## src/rtl/core/htplp_pkg.sv

```systemverilog
// Shared types, constants and lookup functions for the header token list parser.
// Used by htplp_front, htplp_back and http_token_param_list_parser_top; no dependencies.
package htplp_pkg;

  localparam int unsigned QUEUE_DEPTH_DEF = 2;

  localparam int unsigned OCTET_W = 8;
  localparam int unsigned CLASS_W = 4;
  localparam int unsigned STATE_W = 4;
  localparam int unsigned CODE_W  = 3;

  // Character classes.
  localparam logic [CLASS_W-1:0] CLS_INVALID = 4'd0;
  localparam logic [CLASS_W-1:0] CLS_END     = 4'd9;

  // Parser states with a fixed meaning.
  localparam logic [STATE_W-1:0] ST_ERROR     = 4'd0;
  localparam logic [STATE_W-1:0] ST_START_REQ = 4'd1;
  localparam logic [STATE_W-1:0] ST_START_OPT = 4'd12;
  localparam logic [STATE_W-1:0] ST_MATCH     = 4'd13;

  // Event codes.
  localparam logic [CODE_W-1:0] EV_NONE       = 3'd0;
  localparam logic [CODE_W-1:0] EV_TOKEN_BYTE = 3'd1;
  localparam logic [CODE_W-1:0] EV_NAME_BYTE  = 3'd2;
  localparam logic [CODE_W-1:0] EV_VALUE_BYTE = 3'd3;
  localparam logic [CODE_W-1:0] EV_PARAM_DONE = 3'd4;
  localparam logic [CODE_W-1:0] EV_ELEM_DONE  = 3'd5;
  localparam logic [CODE_W-1:0] EV_BOTH_DONE  = 3'd6;

  // One classified request waiting between the front and the back.
  typedef struct packed {
    logic [CLASS_W-1:0] cls;
    logic [OCTET_W-1:0] octet;
    logic               end_mark;
  } q_item_t;

  // Packed class table: eight nibbles per word, lowest octet in the top nibble.
  localparam logic [31:0] CLASS_ROM [16] = '{
    32'h00000000, 32'h03000000, 32'h00000000, 32'h00000000,
    32'h32822222, 32'h11226221, 32'h22222222, 32'h22141511,
    32'h12222222, 32'h22222222, 32'h22222222, 32'h22217122,
    32'h22222222, 32'h22222222, 32'h22222222, 32'h22212120
  };

  // Transition table: high nibble is the event code, low nibble the next state.
  localparam logic [7:0] TRANS_ROM [16][10] = '{
    '{8'h00, 8'h00, 8'h00, 8'h00, 8'h00, 8'h00, 8'h00, 8'h00, 8'h00, 8'h00},
    '{8'h00, 8'h00, 8'h12, 8'h01, 8'h00, 8'h00, 8'h01, 8'h00, 8'h00, 8'h00},
    '{8'h00, 8'h00, 8'h12, 8'h03, 8'h04, 8'h00, 8'h5c, 8'h00, 8'h00, 8'h5d},
    '{8'h00, 8'h00, 8'h00, 8'h03, 8'h04, 8'h00, 8'h5c, 8'h00, 8'h00, 8'h5d},
    '{8'h00, 8'h00, 8'h25, 8'h04, 8'h00, 8'h00, 8'h00, 8'h00, 8'h00, 8'h00},
    '{8'h00, 8'h00, 8'h25, 8'h06, 8'h00, 8'h07, 8'h00, 8'h00, 8'h00, 8'h00},
    '{8'h00, 8'h00, 8'h00, 8'h06, 8'h00, 8'h07, 8'h00, 8'h00, 8'h00, 8'h00},
    '{8'h00, 8'h00, 8'h38, 8'h07, 8'h00, 8'h00, 8'h00, 8'h00, 8'h0a, 8'h00},
    '{8'h00, 8'h00, 8'h38, 8'h4b, 8'h44, 8'h00, 8'h6c, 8'h00, 8'h00, 8'h6d},
    '{8'h00, 8'h3a, 8'h3a, 8'h3a, 8'h3a, 8'h3a, 8'h3a, 8'h3a, 8'h3a, 8'h00},
    '{8'h00, 8'h3a, 8'h3a, 8'h3a, 8'h3a, 8'h3a, 8'h3a, 8'h09, 8'h4b, 8'h00},
    '{8'h00, 8'h00, 8'h00, 8'h0b, 8'h04, 8'h00, 8'h5c, 8'h00, 8'h00, 8'h5d},
    '{8'h00, 8'h00, 8'h12, 8'h0c, 8'h00, 8'h00, 8'h0c, 8'h00, 8'h00, 8'h0d},
    '{8'h00, 8'h00, 8'h00, 8'h00, 8'h00, 8'h00, 8'h00, 8'h00, 8'h00, 8'h00},
    '{8'h00, 8'h00, 8'h00, 8'h00, 8'h00, 8'h00, 8'h00, 8'h00, 8'h00, 8'h00},
    '{8'h00, 8'h00, 8'h00, 8'h00, 8'h00, 8'h00, 8'h00, 8'h00, 8'h00, 8'h00}
  };

  // Octets with the top bit set are never valid.
  function automatic logic [CLASS_W-1:0] class_of(input logic [OCTET_W-1:0] b);
    logic [31:0] word;
    begin
      word = CLASS_ROM[b[6:3]];
      if (b[7]) begin
        class_of = CLS_INVALID;
      end else begin
        class_of = word[{~b[2:0], 2'b00} +: CLASS_W];
      end
    end
  endfunction

  function automatic logic [7:0] trans_of(input logic [STATE_W-1:0] st,
                                          input logic [CLASS_W-1:0] cls);
    begin
      if (cls > CLS_END) begin
        trans_of = 8'h00;
      end else begin
        trans_of = TRANS_ROM[st][cls];
      end
    end
  endfunction

endpackage

```

## src/rtl/core/http_token_param_list_parser_top.sv

```systemverilog
// Header token list parser: one octet request in, one event request out.
// An accepted octet is first written into the queue; the back then pops it and registers
// its event in the output register, from which it is taken when out_tready is high.
// Throughput is one request per cycle unless the output stalls; the table lookup is combinational.
// A queue of QUEUE_DEPTH requests decouples the input from the output register.
// Synchronous active-low reset empties the queue and output, sets require_element and
// restarts the parser; no clearing pass is needed.
module http_token_param_list_parser_top #(
  parameter int unsigned QUEUE_DEPTH = htplp_pkg::QUEUE_DEPTH_DEF
) (
  input  logic        clk,
  input  logic        rst_n,
  // Configuration: bit 0 is require_element.
  input  logic        cfg_wr_en,
  input  logic        cfg_wr_data,
  // Input stream. tdata: [7:0] octet. tlast: end_mark.
  input  logic        in_tvalid,
  output logic        in_tready,
  input  logic [7:0]  in_tdata,
  input  logic        in_tlast,
  // Output stream. tdata: [7:0] event_byte, [8] rejected, [9] accepted, rest zero.
  // tuser: [2:0] event_code.
  output logic        out_tvalid,
  input  logic        out_tready,
  output logic [15:0] out_tdata,
  output logic [2:0]  out_tuser
);

  // The front classifies each octet through the class table, or gives it the end class when
  // the end mark is set, as the request is accepted, so the back sees only the class, the octet and the end mark.
  htplp_pkg::q_item_t          q_item;
  logic                        q_valid;
  logic                        q_pop;
  logic [htplp_pkg::OCTET_W-1:0] event_byte;
  logic                        rejected;
  logic                        accepted;

  htplp_front #(
    .QUEUE_DEPTH(QUEUE_DEPTH)
  ) u_front (
    .clk      (clk),
    .rst_n    (rst_n),
    .in_valid (in_tvalid),
    .in_ready (in_tready),
    .octet    (in_tdata),
    .end_mark (in_tlast),
    .q_valid  (q_valid),
    .q_pop    (q_pop),
    .q_item   (q_item)
  );

  // The back holds the parser state and the sticky error flag, and pops a
  // request whenever its output register is empty or being drained.
  htplp_back u_back (
    .clk         (clk),
    .rst_n       (rst_n),
    .cfg_wr_en   (cfg_wr_en),
    .cfg_wr_data (cfg_wr_data),
    .q_valid     (q_valid),
    .q_pop       (q_pop),
    .q_item      (q_item),
    .out_valid   (out_tvalid),
    .out_ready   (out_tready),
    .event_code  (out_tuser),
    .event_byte  (event_byte),
    .rejected    (rejected),
    .accepted    (accepted)
  );

  assign out_tdata = {6'b0, accepted, rejected, event_byte};

  // An accepted list can never also carry the error flag.
  assert property (@(posedge clk) disable iff (!rst_n)
    out_tvalid && out_tdata[9] |-> !out_tdata[8])
    else $error("accepted list reported as rejected");

  // Acceptance comes with the closing element event, or with no event at all when the
  // list was empty or ended after a separator.
  assert property (@(posedge clk) disable iff (!rst_n)
    out_tvalid && out_tdata[9] |->
      (out_tuser == htplp_pkg::EV_NONE || out_tuser == htplp_pkg::EV_ELEM_DONE ||
       out_tuser == htplp_pkg::EV_BOTH_DONE))
    else $error("acceptance with an unexpected event");

  // Only byte events carry a data byte.
  assert property (@(posedge clk) disable iff (!rst_n)
    out_tvalid && (out_tuser == htplp_pkg::EV_NONE || out_tuser == htplp_pkg::EV_PARAM_DONE ||
                   out_tuser == htplp_pkg::EV_ELEM_DONE || out_tuser == htplp_pkg::EV_BOTH_DONE)
      |-> out_tdata[7:0] == 8'h00)
    else $error("non-byte event carries a data byte");

endmodule

```

## src/rtl/core/htplp_front.sv

```systemverilog
// Front part of the header token list parser: classifies each input request
// and holds it in a short queue for the back part. Depends on htplp_pkg.
module htplp_front #(
  parameter int unsigned QUEUE_DEPTH = htplp_pkg::QUEUE_DEPTH_DEF
) (
  input  logic                          clk,
  input  logic                          rst_n,
  input  logic                          in_valid,
  output logic                          in_ready,
  input  logic [htplp_pkg::OCTET_W-1:0] octet,
  input  logic                          end_mark,
  output logic                          q_valid,
  input  logic                          q_pop,
  output htplp_pkg::q_item_t            q_item
);

  localparam int unsigned PTR_W = $clog2(QUEUE_DEPTH);
  localparam int unsigned CNT_W = $clog2(QUEUE_DEPTH + 1);
  localparam logic [PTR_W-1:0] LAST_PTR = PTR_W'(QUEUE_DEPTH - 1);
  localparam logic [CNT_W-1:0] FULL_CNT = CNT_W'(QUEUE_DEPTH);

  htplp_pkg::q_item_t entry_r [QUEUE_DEPTH];
  htplp_pkg::q_item_t item_nxt;
  logic [PTR_W-1:0] wr_ptr_r, rd_ptr_r;
  logic [CNT_W-1:0] count_r;
  logic             push;

  always_comb begin
    item_nxt.octet    = octet;
    item_nxt.end_mark = end_mark;
    item_nxt.cls      = end_mark ? htplp_pkg::CLS_END : htplp_pkg::class_of(octet);
  end

  assign in_ready = (count_r != FULL_CNT);
  assign push     = in_valid && in_ready;
  assign q_valid  = (count_r != '0);
  assign q_item   = entry_r[rd_ptr_r];

  always_ff @(posedge clk) begin
    if (push) begin
      entry_r[wr_ptr_r] <= item_nxt;
    end
  end

  always_ff @(posedge clk) begin
    if (!rst_n) begin
      wr_ptr_r <= '0;
      rd_ptr_r <= '0;
      count_r  <= '0;
    end else begin
      if (push) begin
        wr_ptr_r <= (wr_ptr_r == LAST_PTR) ? '0 : wr_ptr_r + 1'b1;
      end
      if (q_pop) begin
        rd_ptr_r <= (rd_ptr_r == LAST_PTR) ? '0 : rd_ptr_r + 1'b1;
      end
      if (push && !q_pop) begin
        count_r <= count_r + 1'b1;
      end else if (!push && q_pop) begin
        count_r <= count_r - 1'b1;
      end
    end
  end

endmodule

```

## src/rtl/core/htplp_back.sv

```systemverilog
// Back part of the header token list parser: runs the table-driven state
// machine on queued requests and holds the result register. Depends on htplp_pkg.
module htplp_back (
  input  logic                          clk,
  input  logic                          rst_n,
  input  logic                          cfg_wr_en,
  input  logic                          cfg_wr_data,
  input  logic                          q_valid,
  output logic                          q_pop,
  input  htplp_pkg::q_item_t            q_item,
  output logic                          out_valid,
  input  logic                          out_ready,
  output logic [htplp_pkg::CODE_W-1:0]  event_code,
  output logic [htplp_pkg::OCTET_W-1:0] event_byte,
  output logic                          rejected,
  output logic                          accepted
);

  logic                           require_r;
  logic [htplp_pkg::STATE_W-1:0]  state_r, state_nxt;
  logic                           err_r, err_nxt;
  logic                           out_valid_r;
  logic [htplp_pkg::CODE_W-1:0]   code_r, code_nxt;
  logic [htplp_pkg::OCTET_W-1:0]  byte_r, byte_nxt;
  logic                           rej_r, rej_nxt;
  logic                           acc_r, acc_nxt;
  logic [7:0]                     entry;
  logic [htplp_pkg::STATE_W-1:0]  tgt;
  logic [htplp_pkg::CODE_W-1:0]   act;
  logic [htplp_pkg::STATE_W-1:0]  start_st;

  assign q_pop    = q_valid && (!out_valid_r || out_ready);
  assign start_st = require_r ? htplp_pkg::ST_START_REQ : htplp_pkg::ST_START_OPT;
  assign entry    = htplp_pkg::trans_of(state_r, q_item.cls);
  assign tgt      = entry[3:0];
  assign act      = entry[6:4];

  always_comb begin
    state_nxt = state_r;
    err_nxt   = err_r;
    code_nxt  = htplp_pkg::EV_NONE;
    byte_nxt  = '0;
    acc_nxt   = 1'b0;
    if (!err_r) begin
      if (q_item.cls == htplp_pkg::CLS_INVALID || tgt == htplp_pkg::ST_ERROR) begin
        err_nxt   = 1'b1;
        state_nxt = htplp_pkg::ST_ERROR;
      end else begin
        code_nxt  = act;
        state_nxt = tgt;
        if (act == htplp_pkg::EV_TOKEN_BYTE || act == htplp_pkg::EV_VALUE_BYTE) begin
          byte_nxt = q_item.octet;
        end else if (act == htplp_pkg::EV_NAME_BYTE) begin
          // ASCII upper case folds to lower case in parameter names.
          byte_nxt = q_item.octet;
          if (q_item.octet >= 8'h41 && q_item.octet <= 8'h5a) begin
            byte_nxt = q_item.octet | 8'h20;
          end
        end
        acc_nxt = q_item.end_mark && (tgt == htplp_pkg::ST_MATCH);
      end
    end
    rej_nxt = err_nxt;
    if (q_item.end_mark) begin
      state_nxt = start_st;
      err_nxt   = 1'b0;
    end
  end

  always_ff @(posedge clk) begin
    if (!rst_n) begin
      require_r   <= 1'b1;
      state_r     <= htplp_pkg::ST_START_REQ;
      err_r       <= 1'b0;
      out_valid_r <= 1'b0;
    end else begin
      if (cfg_wr_en) begin
        require_r <= cfg_wr_data;
        state_r   <= cfg_wr_data ? htplp_pkg::ST_START_REQ : htplp_pkg::ST_START_OPT;
        err_r     <= 1'b0;
      end else if (q_pop) begin
        state_r <= state_nxt;
        err_r   <= err_nxt;
      end
      if (q_pop) begin
        out_valid_r <= 1'b1;
      end else if (out_ready) begin
        out_valid_r <= 1'b0;
      end
    end
  end

  always_ff @(posedge clk) begin
    if (q_pop) begin
      code_r <= code_nxt;
      byte_r <= byte_nxt;
      rej_r  <= rej_nxt;
      acc_r  <= acc_nxt;
    end
  end

  assign out_valid  = out_valid_r;
  assign event_code = code_r;
  assign event_byte = byte_r;
  assign rejected   = rej_r;
  assign accepted   = acc_r;

endmodule
```

## config.mk

```make
export PLATFORM = sky130hd
export DESIGN_NAME = http_token_param_list_parser_top
export DESIGN_NICKNAME = d
export VERILOG_FILES = /design/src/rtl/core/htplp_pkg.sv /design/src/rtl/core/http_token_param_list_parser_top.sv /design/src/rtl/core/htplp_front.sv /design/src/rtl/core/htplp_back.sv
export SDC_FILE = /design/constraint.sdc
export NUM_CORES = 1
export LEC_CHECK = 0
export CORE_UTILIZATION = 60
export DETAILED_ROUTE_END_ITERATION = 8
export DONT_BUFFER_PORTS = 1
export GPL_ROUTABILITY_DRIVEN = 0
export PLACE_DENSITY = 0.75
export SLEW_MARGIN = 20
export SYNTH_ARGS = -nofsm -noshare
export SYNTH_HDL_FRONTEND = slang
export SYNTH_HIERARCHICAL = 1
export SYNTH_SLANG_ARGS = --single-unit
```

## constraint.sdc

```tcl
create_clock -name clk -period 3.5 [get_ports clk]
set_input_delay 0.35 -clock clk [delete_from_list [all_inputs] [get_ports clk]]
set_output_delay 0.35 -clock clk [all_outputs]
set_load 0.01 [all_outputs]
```

==> After elaboration in Yosys (flattened, before gate mapping) <==
Memory sizes are Yosys's and may differ from the RTL's. A register that Yosys moved wholly into a read port is not among the register bits.
Cells that the tools add are included.
{ "op_classes": {"add_sub_neg": 4, "n_lt_le_gt_ge": 6, "eq_ne": 6, "shifts": 1, "muxes": 33, "n_bitwise": 5, "reduce_logical": 21} }
{ "ops": {"columns": ["op", "n"], "rows": [
  ["$mux 80", 2],
  ["$mux 32", 2],
  ["$mux 4", 9],
  ["$bmux 8 s4", 1],
  ["$shiftx 32x6->4", 1],
  ["$mux 7", 3],
  ["$mux 8", 2],
  ["$ge 5x5->1 const B", 3],
  ["$not 4->5", 3],
  ["$mux 1", 11],
  ["$ge 8x7->1 const B", 1],
  ["$le 8x7->1 const B", 1],
  ["$logic_not 4->1", 2],
  ["$reduce_bool 2->1", 4],
  ["$eq 3x2->1 const B", 2],
  ["$logic_and 1x1->1", 6],
  ["$mux 6", 1],
  ["$eq 4x4->1 const B", 1],
  ["$gt 4x4->1 const B", 1],
  ["$mux 2", 2],
  ["$reduce_or 2->1", 2],
  ["$eq 3x1->1 const B", 1],
  ["$logic_not 1->1", 3],
  ["$logic_or 1x1->1", 3],
  ["8 further kinds", 9]
]} }
{ "totals": {"regBits": 24, "ram_bits": 26, "romBits": 1792, "inputBits": 15, "elab_cells": 90, "memories": 3} }
{ "mem_list": {"columns": ["memory", "words", "word_bits", "read_ports", "rd_clocked_by_memory_dff", "write_ports", "line_no", "text"], "rows": [
  ["(name not given)", 16, 80, 1, 0, 0, "htplp_pkg.sv:85", "trans_of = TRANS_ROM[st][cls];"],
  ["(name not given)", 16, 32, 1, 0, 0, "htplp_pkg.sv:70", "word = CLASS_ROM[b[6:3]];"],
  ["u_front.entry_r", 2, 13, 1, 1, 1, "htplp_front.sv:22", "htplp_pkg::q_item_t entry_r [QUEUE_DEPTH];"]
]} }

==> Logic depth before layout (Yosys ltp) <==
Gate-level depths: netlist of run 1.
{ "depth": {"ltp_word": 15, "mapped_depth": 11, "depth_no_buf": 8} }

==> Modules after synthesis <==
The synthesis of run 1 kept the hierarchy.
{ "by_module_without_submodules": {"columns": ["module", "instances", "cells_each", "area_per_inst_um2"], "rows": [
  ["htplp_back", 1, 206, 1736.7],
  ["htplp_front", 1, 124, 1590.3],
  ["http_token_param_list_parser_top", 1, 9, 63.8]
]} }

==> Least setup slack after synthesis of run 1 <==
No wires, ideal clock.
{ "synth_timing": {"kind": "flip-flop to flip-flop", "startpoint": "register with a tool-made name", "endpoint": "register u_back.byte_r (netlist bit u_back/event_byte[0]) (data pin)", "setup_time_ps": 271, "t_arrival_ps": 2593, "required_ps": 3229, "setup_slack_ps": 635, "stages_incl_launch_ff": 11, "synth_period_minus_slack_ps": 2865, "path_cell_list": "dfxtp_1 -> buf_2 -> mux2_2 -> buf_4 -> xor2_1 -> a32oi_1 -> nor3_1 -> or4_4 -> o41ai_4 -> buf_4 -> nor3_1"} }
{ "synth_rtl": {"columns": ["item", "line_no", "text"], "rows": [
  ["end signal, assigned", "htplp_back.sv:96", "byte_r <= byte_nxt;"],
  ["end, declared", "htplp_back.sv:24", "logic [htplp_pkg::OCTET_W-1:0] byte_r, byte_nxt;"]
]} }

==> Worst setup path in the final report of run 1 <==
{ "layout_timing": {"startpoint": "register u_back/state_r[0] (netlist name)", "endpoint": "register u_back.byte_r (netlist bit u_back/event_byte[0]) (data pin)"} }
{ "layout_between": {"elab_chain_cells": 11} }
{ "layout_rtl": {"columns": ["item", "line_no", "text"], "rows": [
  ["start, declared", "htplp_back.sv:20", "logic [htplp_pkg::STATE_W-1:0] state_r, state_nxt;"],
  ["start signal, assigned", "htplp_back.sv:73", "state_r <= htplp_pkg::ST_START_REQ;"],
  ["start signal, assigned", "htplp_back.sv:79", "state_r <= cfg_wr_data ? htplp_pkg::ST_START_REQ : htplp_pkg::ST_START_OPT;"],
  ["start signal, assigned", "htplp_back.sv:82", "state_r <= state_nxt;"],
  ["$not 4->5 (implied by the code) (*)", "htplp_pkg.sv:85", null],
  ["$mem_v2 16x80 (*)", null, null],
  ["$mux 80 (implied by the code) (*) (2 in series)", "htplp_pkg.sv:85", null],
  ["$bmux 8 s4 (*)", "htplp_pkg.sv:85", null],
  ["$mux 7 (implied by the code) (*) (2 in series)", "htplp_pkg.sv:85", null],
  ["$mux 7 (*)", "htplp_pkg.sv:82", "if (cls > CLS_END) begin"],
  ["$eq 3x2->1 (tied with other cells)", "htplp_back.sv:53", "end else if (act == htplp_pkg::EV_NAME_BYTE) begin"],
  ["$mux 8 (tied with other cells)", "htplp_back.sv:53", null],
  ["$mux 8 / $reduce_or 2->1 (equally long branches)", null, null]
]} }
Every way passes the cells marked *; elsewhere a longest branch is shown, timed or not. The select of a mux whose other input is x is not followed.
A chain may end at the register's enable or synchronous reset.

==> results of run 1 <==
## state kept, by name (all words and copies together) (netlist names), named ones only
| name | flops |
|---|---|
| u_back/accepted | 1 |
| u_back/require_r | 1 |
| u_front/count_r | 2 |
| u_back/out_valid | 1 |
| u_back/event_byte | 8 |
| u_back/err_r | 1 |
| u_back/state_r | 4 |
| u_back/rejected | 1 |
| u_front/wr_ptr_r | 1 |
| u_front/rd_ptr_r | 1 |
| u_front/entry_r | 26 |
| u_back/event_code | 3 |
## routing by layer
| layer | wire, um | track usage [%] | share of wire (%) |
|---|---|---|---|
| met4 | 192 | 10.4 | 2.7 |
| met5 | 0 | 0 | 0 |
| met2 | 3380 | 39.6 | 48 |
| met1 | 2970 | 30.0 | 43 |
| met3 | 449 | 5.12 | 6.4 |
## per-stage QoR
step	utilization (%)	worst slack (ns)	total power, mW	std cells	hold WS, ns
after floorplan	-	0.635	1.85	344	0.447
after global placement	60.8	0.448	1.98	390	0.449
after detailed placement	60.8	0.405	1.99	390	0.449
after CTS	62.5	0.400	2.35	398	0.126
after global routing	62.5	0.148	2.50	398	0.114
final	62.5	0.330	2.36	398	0.136
## final cells by class
cell class | instances | area, um2 | share of cell area [%]
Clock buffer | 5 | 68.8 | 2.01
Clock inverter | 3 | 27.5 | 0.804
Inverter | 21 | 78.8 | 2.30
Multi-Input combinational cell | 242 | 1720 | 50.1
Sequential cell | 51 | 1410 | 41.2
Tap cell | 72 | 90.1 | 2.63
Timing Repair Buffer | 4 | 30.0 | 0.878
## cells in the final DEF, fill, tap and decap left out, drive strengths merged, types with 3 or more instances in the layout
cell and count:
a211oi 8, a21boi 3, a21oi 21, a221oi 3, a22oi 3, a31oi 5, a32oi 4, and2 6
buf 4, clkbuf 5, conb 6, dfxtp 12, edfxtp 39, ha 15, inv 22, mux2 15
nand2 24, nand2b 7, nand3 6, nor2 15, nor2b 12, nor3 13, nor3b 4, o211ai 3
o21ai 12, o41ai 3, or3 3, or4 5, xor2 3
## cell families (layout without fill, tap and decap cells)
group | count (synthesis) | after routing | synth area share (%)
buf+inv | 51 | 33 | 8.34
xor+xnor | 5 | 5 | 1.29
compound gates | 88 | 88 | 18.9
flops | 51 | 51 | 41.6
fa+ha+maj | 15 | 15 | 5.54
mux | 16 | 16 | 5.28
simple gates | 112 | 112 | 19.0
other cells | 1 | 6 | 0.111
## worst paths after layout
path	start	end	slack, ns	depth (start not counted)
setup / recovery	u_back/state_r[0]$_SDFFE_PN1P_	u_back/event_byte[0]$_SDFFCE_PP0P_	0.33	8
hold / removal	in_tdata[4]	u_front/entry_r[0][5]$_DFFE_PP_	0.14	0
setup reg to reg	u_back/state_r[0]$_SDFFE_PN1P_	u_back/event_byte[0]$_SDFFCE_PP0P_	0.33	8
hold reg to reg	u_back/err_r$_SDFFE_PP0P_	u_back/err_r$_SDFFE_PP0P_	0.49	2
## critical path: stages (launching register included)
cell     delay [ns]
dfxtp_1        0.42
inv_1          0.13
ha_1           0.51
nor2_1         0.10
o21ai_1        0.20
a21oi_1        0.12
or4_4          0.57
o41ai_4        0.69
nor3_1         0.15
## where the power goes
group / internal [mW] / switching [mW] / total [mW]
clock network: 0.147 / 0.204 / 0.351
registers: 0.858 / 0.128 / 0.986
logic: 0.392 / 0.627 / 1.02
total: 1.40 / 0.959 / 2.36
==> flow_summary_export.csv, run 1 <==
group,metric,value,unit
status,status,"completed",
synthesis,synth_common_cells,"39 x edfxtp_1, 24 x nand2_1, 21 x a21oi_1",
placed_design,port_buffers,0,
sta,final.setup.tns,0,ns
final_layout,fillers,464,
pwr,cellLeakagePower,1.24,nW
synthesis,netlist_instances,339,
setup_path,worstSetupPathType,"register to register",
synthesis,syn_area,3390,um2
detailed_routing,vias,2626,
grt,antenna_found_initial,0,
floorplan,ioPinCount,36,
final_layout,nets,355,
clock_network,numCtsBuffers,5,
synthesis,synth.most_common_cell,"edfxtp_1",
synthesis,synth_cell_types,70,
floorplan,die-height,77.2,um
synthesis,avgSynthCellArea,10.0,um2
sta,hold_viol,0,
sta,finalCriticalPeriod,3.17,ns
sta,setup_viol,0,
sta,timing.slew.headroom,30.1,%
setup_path,path_max_fanout,12,
detailed_routing,drt_first_pass_iters,5,
floorplan,die_w,77.2,um
sta,worst_pin_slew,1.04,ns
clock_network,clkSinkCount,51,
grt,grt_pass1_wl,11.3,mm
synthesis,synthTopCellsByArea,"edfxtp_1 35%, dfxtp_1 7.1%, ha_1 5.5%",
sta,clock_skew,0.00553,ns
pwr,peakVddDrop,0.475,mV
setup_path,end_kind,"register",
synthesis,ys_warn_count,6,
clock_network,cts-root-buf,"clkbuf_8",
pwr,p_per_area,689,nW/um2
synthesis,async_flop_share,0,%
synthesis,synthFlopType,"edfxtp_1",
detailed_routing,via_per_inst,6.60,
clock_network,cts_setup_buffers,0,
floorplan,initial_core_util,62.0,%
synthesis,synth.largest_area_cell,"edfxtp_1",
floorplan,num_rows,27,
grt,grt.overflow.total,0,
clock_network,clockBufferDepth,2,
synthesis,synth_seq_cells,51,
setup_path,cp_data_arrival_time,3.20,ns
grt,grt_pass1_vias,2427,
grt,grtUsageTotal,23.9,%
sta,drv_slew,0,
grt,grt_start_max_net_pins,34,
clock_network,cts_resized,0,
clock_network,cts.htree.levels,2,
placed_design,hpwl,4.86,mm
floorplan,dieArea,5960,um2
detailed_routing,dr.first_iter.drc_count,427,
clock_network,cts_tree,"yes",
clock_network,insertion_delay,0.30,ns
synthesis,seq_area_frac_synth,41.6,%
detailed_routing,drcViolationCount,0,
placed_design,dpl_cell_area,3330,um2
final_layout,design_area,3420,um2
final_layout,area_growth,0.922,%
detailed_routing,ant_nets,0,
sta,max_freq,315,MHz
detailed_routing,avgRoutedWirePerCell,17.6,um
final_layout,drive_gt1_share,11.3,%
clock_network,holdBufCountCts,0,
clock_network,clk_pin_slew_worst_paths,0.10,ns
hold_path,hp-class,"input port to register",
job,maxCapViolCount,0,
setup_path,worstPathRequired,3.53,ns
sta,rsz0062_at_grt,"no",
synthesis,synth_top_area_share,34.5,%
setup_path,cp-start-kind,"register",
detailed_routing,routed_wl,6.99,mm
sta,timing.final.crit_share,90.6,%
final_layout,num_antenna_cells,0,
floorplan,coreArea,5470,um2
synthesis,synth_edf_count,39,
No activity file was read; power rests on OpenSTA's default activity.
==> run 2, diff against run 1 <==
--- a/config.mk
+++ b/config.mk
@@ -10,6 +10,8 @@
 export DONT_BUFFER_PORTS = 1
 export GPL_ROUTABILITY_DRIVEN = 0
 export PLACE_DENSITY = 0.75
+export RECOVER_POWER = 50
+export SETUP_SLACK_MARGIN = 0.1
 export SLEW_MARGIN = 20
 export SYNTH_ARGS = -nofsm -noshare
 export SYNTH_HDL_FRONTEND = slang
==> flow_summary_export.csv, run 2 (same netlist as run 1, synthesis figures left out) <==
group,metric,value,unit
status,status,"completed",
grt,grt.overflow.total,0,
final_layout,regMostFlops,"u_front/entry_r",
setup_path,path_max_fanout,12,
pwr,pwr-share-seq,42.0,%
setup_path,worstSetupPathType,"register to register",
floorplan,num_rows,27,
sta,timing.final.crit_share,90.0,%
final_layout,area_growth,0.812,%
job,maxCapViolCount,0,
grt,grtUsageTotal,23.9,%
detailed_routing,routed_wl,7.00,mm
detailed_routing,dr.first_iter.drc_count,427,
sta,clock_skew,0.00541,ns
sta,worst_pin_slew,1.04,ns
sta,rsz0062_at_grt,"no",
pwr,power_switching,0.959,mW
placed_design,hpwl,4.86,mm
floorplan,coreArea,5470,um2
final_layout,num_antenna_cells,0,
sta,max_freq,317,MHz
floorplan,ioPinCount,36,
clock_network,cts_setup_buffers,0,
final_layout,nets,355,
floorplan,initial_core_util,62.0,%
sta,timing.slew.headroom,30.1,%
floorplan,dieArea,5960,um2
setup_path,cp_data_arrival_time,3.18,ns
clock_network,clockBufferDepth,2,
pwr,peakVddDrop,0.491,mV
clock_network,clk_pin_slew_worst_paths,0.10,ns
clock_network,numCtsBuffers,5,
clock_network,cts.htree.levels,2,
final_layout,largest_reg_flops,26,
final_layout,final_cell_mix,"39 x edfxtp_1, 24 x nand2_1, 21 x a21oi_1",
grt,grt_pass1_vias,2427,
detailed_routing,ant_nets,0,
final_layout,final_util,62.5,%
sta,fin_worst_hold_slack,0.136,ns
sta,final.setup.tns,0,ns
clock_network,clkSinkCount,51,
grt,grt_pass1_wl,11.3,mm
clock_network,cts_tree,"yes",
pwr,pwr-share-clk,14.9,%
placed_design,port_buffers,0,
detailed_routing,drt_first_pass_iters,7,
hold_path,hp-class,"input port to register",
final_layout,design_area,3420,um2
clock_network,cts_resized,0,
pwr,intPower,1.39,mW
setup_path,worstPathRequired,3.53,ns
setup_path,cp-start-kind,"register",
grt,grt_start_max_net_pins,34,
detailed_routing,avgRoutedWirePerCell,17.6,um
sta,hold_viol,0,
floorplan,die_w,77.2,um
grt,antenna_found_initial,0,
sta,drv_slew,0,
pwr,p_comb_share,43.1,%
sta,setup_viol,0,
sta,setup_ws,0.350,ns
placed_design,dpl_cell_area,3330,um2
clock_network,insertion_delay,0.30,ns
setup_path,end_kind,"register",
detailed_routing,drcViolationCount,0,
pwr,cellLeakagePower,1.23,nW
sta,finalCriticalPeriod,3.15,ns
floorplan,die-height,77.2,um
detailed_routing,via_per_inst,6.57,
clock_network,holdBufCountCts,0,
pwr,p_per_area,688,nW/um2
pwr,switching_share,40.8,%
detailed_routing,vias,2615,
placed_design,pre_cts_slack,0.405,ns
final_layout,final_common_cell,"edfxtp_1",
final_layout,drive_gt1_share,11.0,%
clock_network,cts-root-buf,"clkbuf_8",
run 2: cell types whose count changed in the layout (fill, tap and decap cells not counted), sizes merged:
cell / previous run / this run
buf: 4 / 3
clkbuf: 5 / 6
run 2: final cells by class:
| class | count | area, um2 |
|---|---|---|
| tap | 72 | 90.1 |
| inverter | 21 | 78.8 |
| clock inverter | 3 | 27.5 |
| sequential | 51 | 1410 |
| multi-input combinational | 242 | 1720 |
| timing repair buffer | 4 | 26.3 |
| clock buffer | 5 | 68.8 |
| fill | 466 | 2050 |
run 2: final timing paths:
kind	from	end	slack [ns]	cells past startpoint
setup / recovery	u_back/state_r[0]$_SDFFE_PN1P_	u_back/event_byte[0]$_SDFFCE_PP0P_	0.35	8
hold / removal	in_tdata[4]	u_front/entry_r[0][5]$_DFFE_PP_	0.14	0
setup reg to reg	u_back/state_r[0]$_SDFFE_PN1P_	u_back/event_byte[0]$_SDFFCE_PP0P_	0.35	8
hold reg to reg	u_back/err_r$_SDFFE_PP0P_	u_back/err_r$_SDFFE_PP0P_	0.49	2
run 2: routing by layer:
layer | routed length (um) | GRT usage, %
met3 | 448 | 5.12
met1 | 2980 | 30.0
met5 | 0 | 0
met2 | 3380 | 39.6
met4 | 193 | 10.4
run 2: metrics by stage:
step | power (mW) | std cells
6_report | 2.35 | 398
5_1_grt | 2.50 | 398
4_1_cts | 2.35 | 398
3_5_place_dp | 1.99 | 390
3_3_place_gp | 1.98 | 390
2_1_floorplan | 1.85 | 344
run 2: critical path, cell delays in order (launching register included):
cell,delay [ns]
dfxtp_1,0.42
inv_1,0.13
ha_1,0.51
nor2_1,0.10
o21ai_1,0.19
a21oi_1,0.12
or4_4,0.56
o41ai_4,0.69
nor3_1,0.15
run 2: power groups by stage:
stage / Clock [mW] / Combinational, mW / Sequential, mW
2_1_floorplan: 0 / 0.901 / 0.950
3_3_place_gp: 0 / 0.985 / 0.996
3_5_place_dp: 0 / 0.992 / 1.00
4_1_cts: 0.365 / 1.00 / 0.986
5_1_grt: 0.387 / 1.11 / 1.01
6_report: 0.351 / 1.01 / 0.988
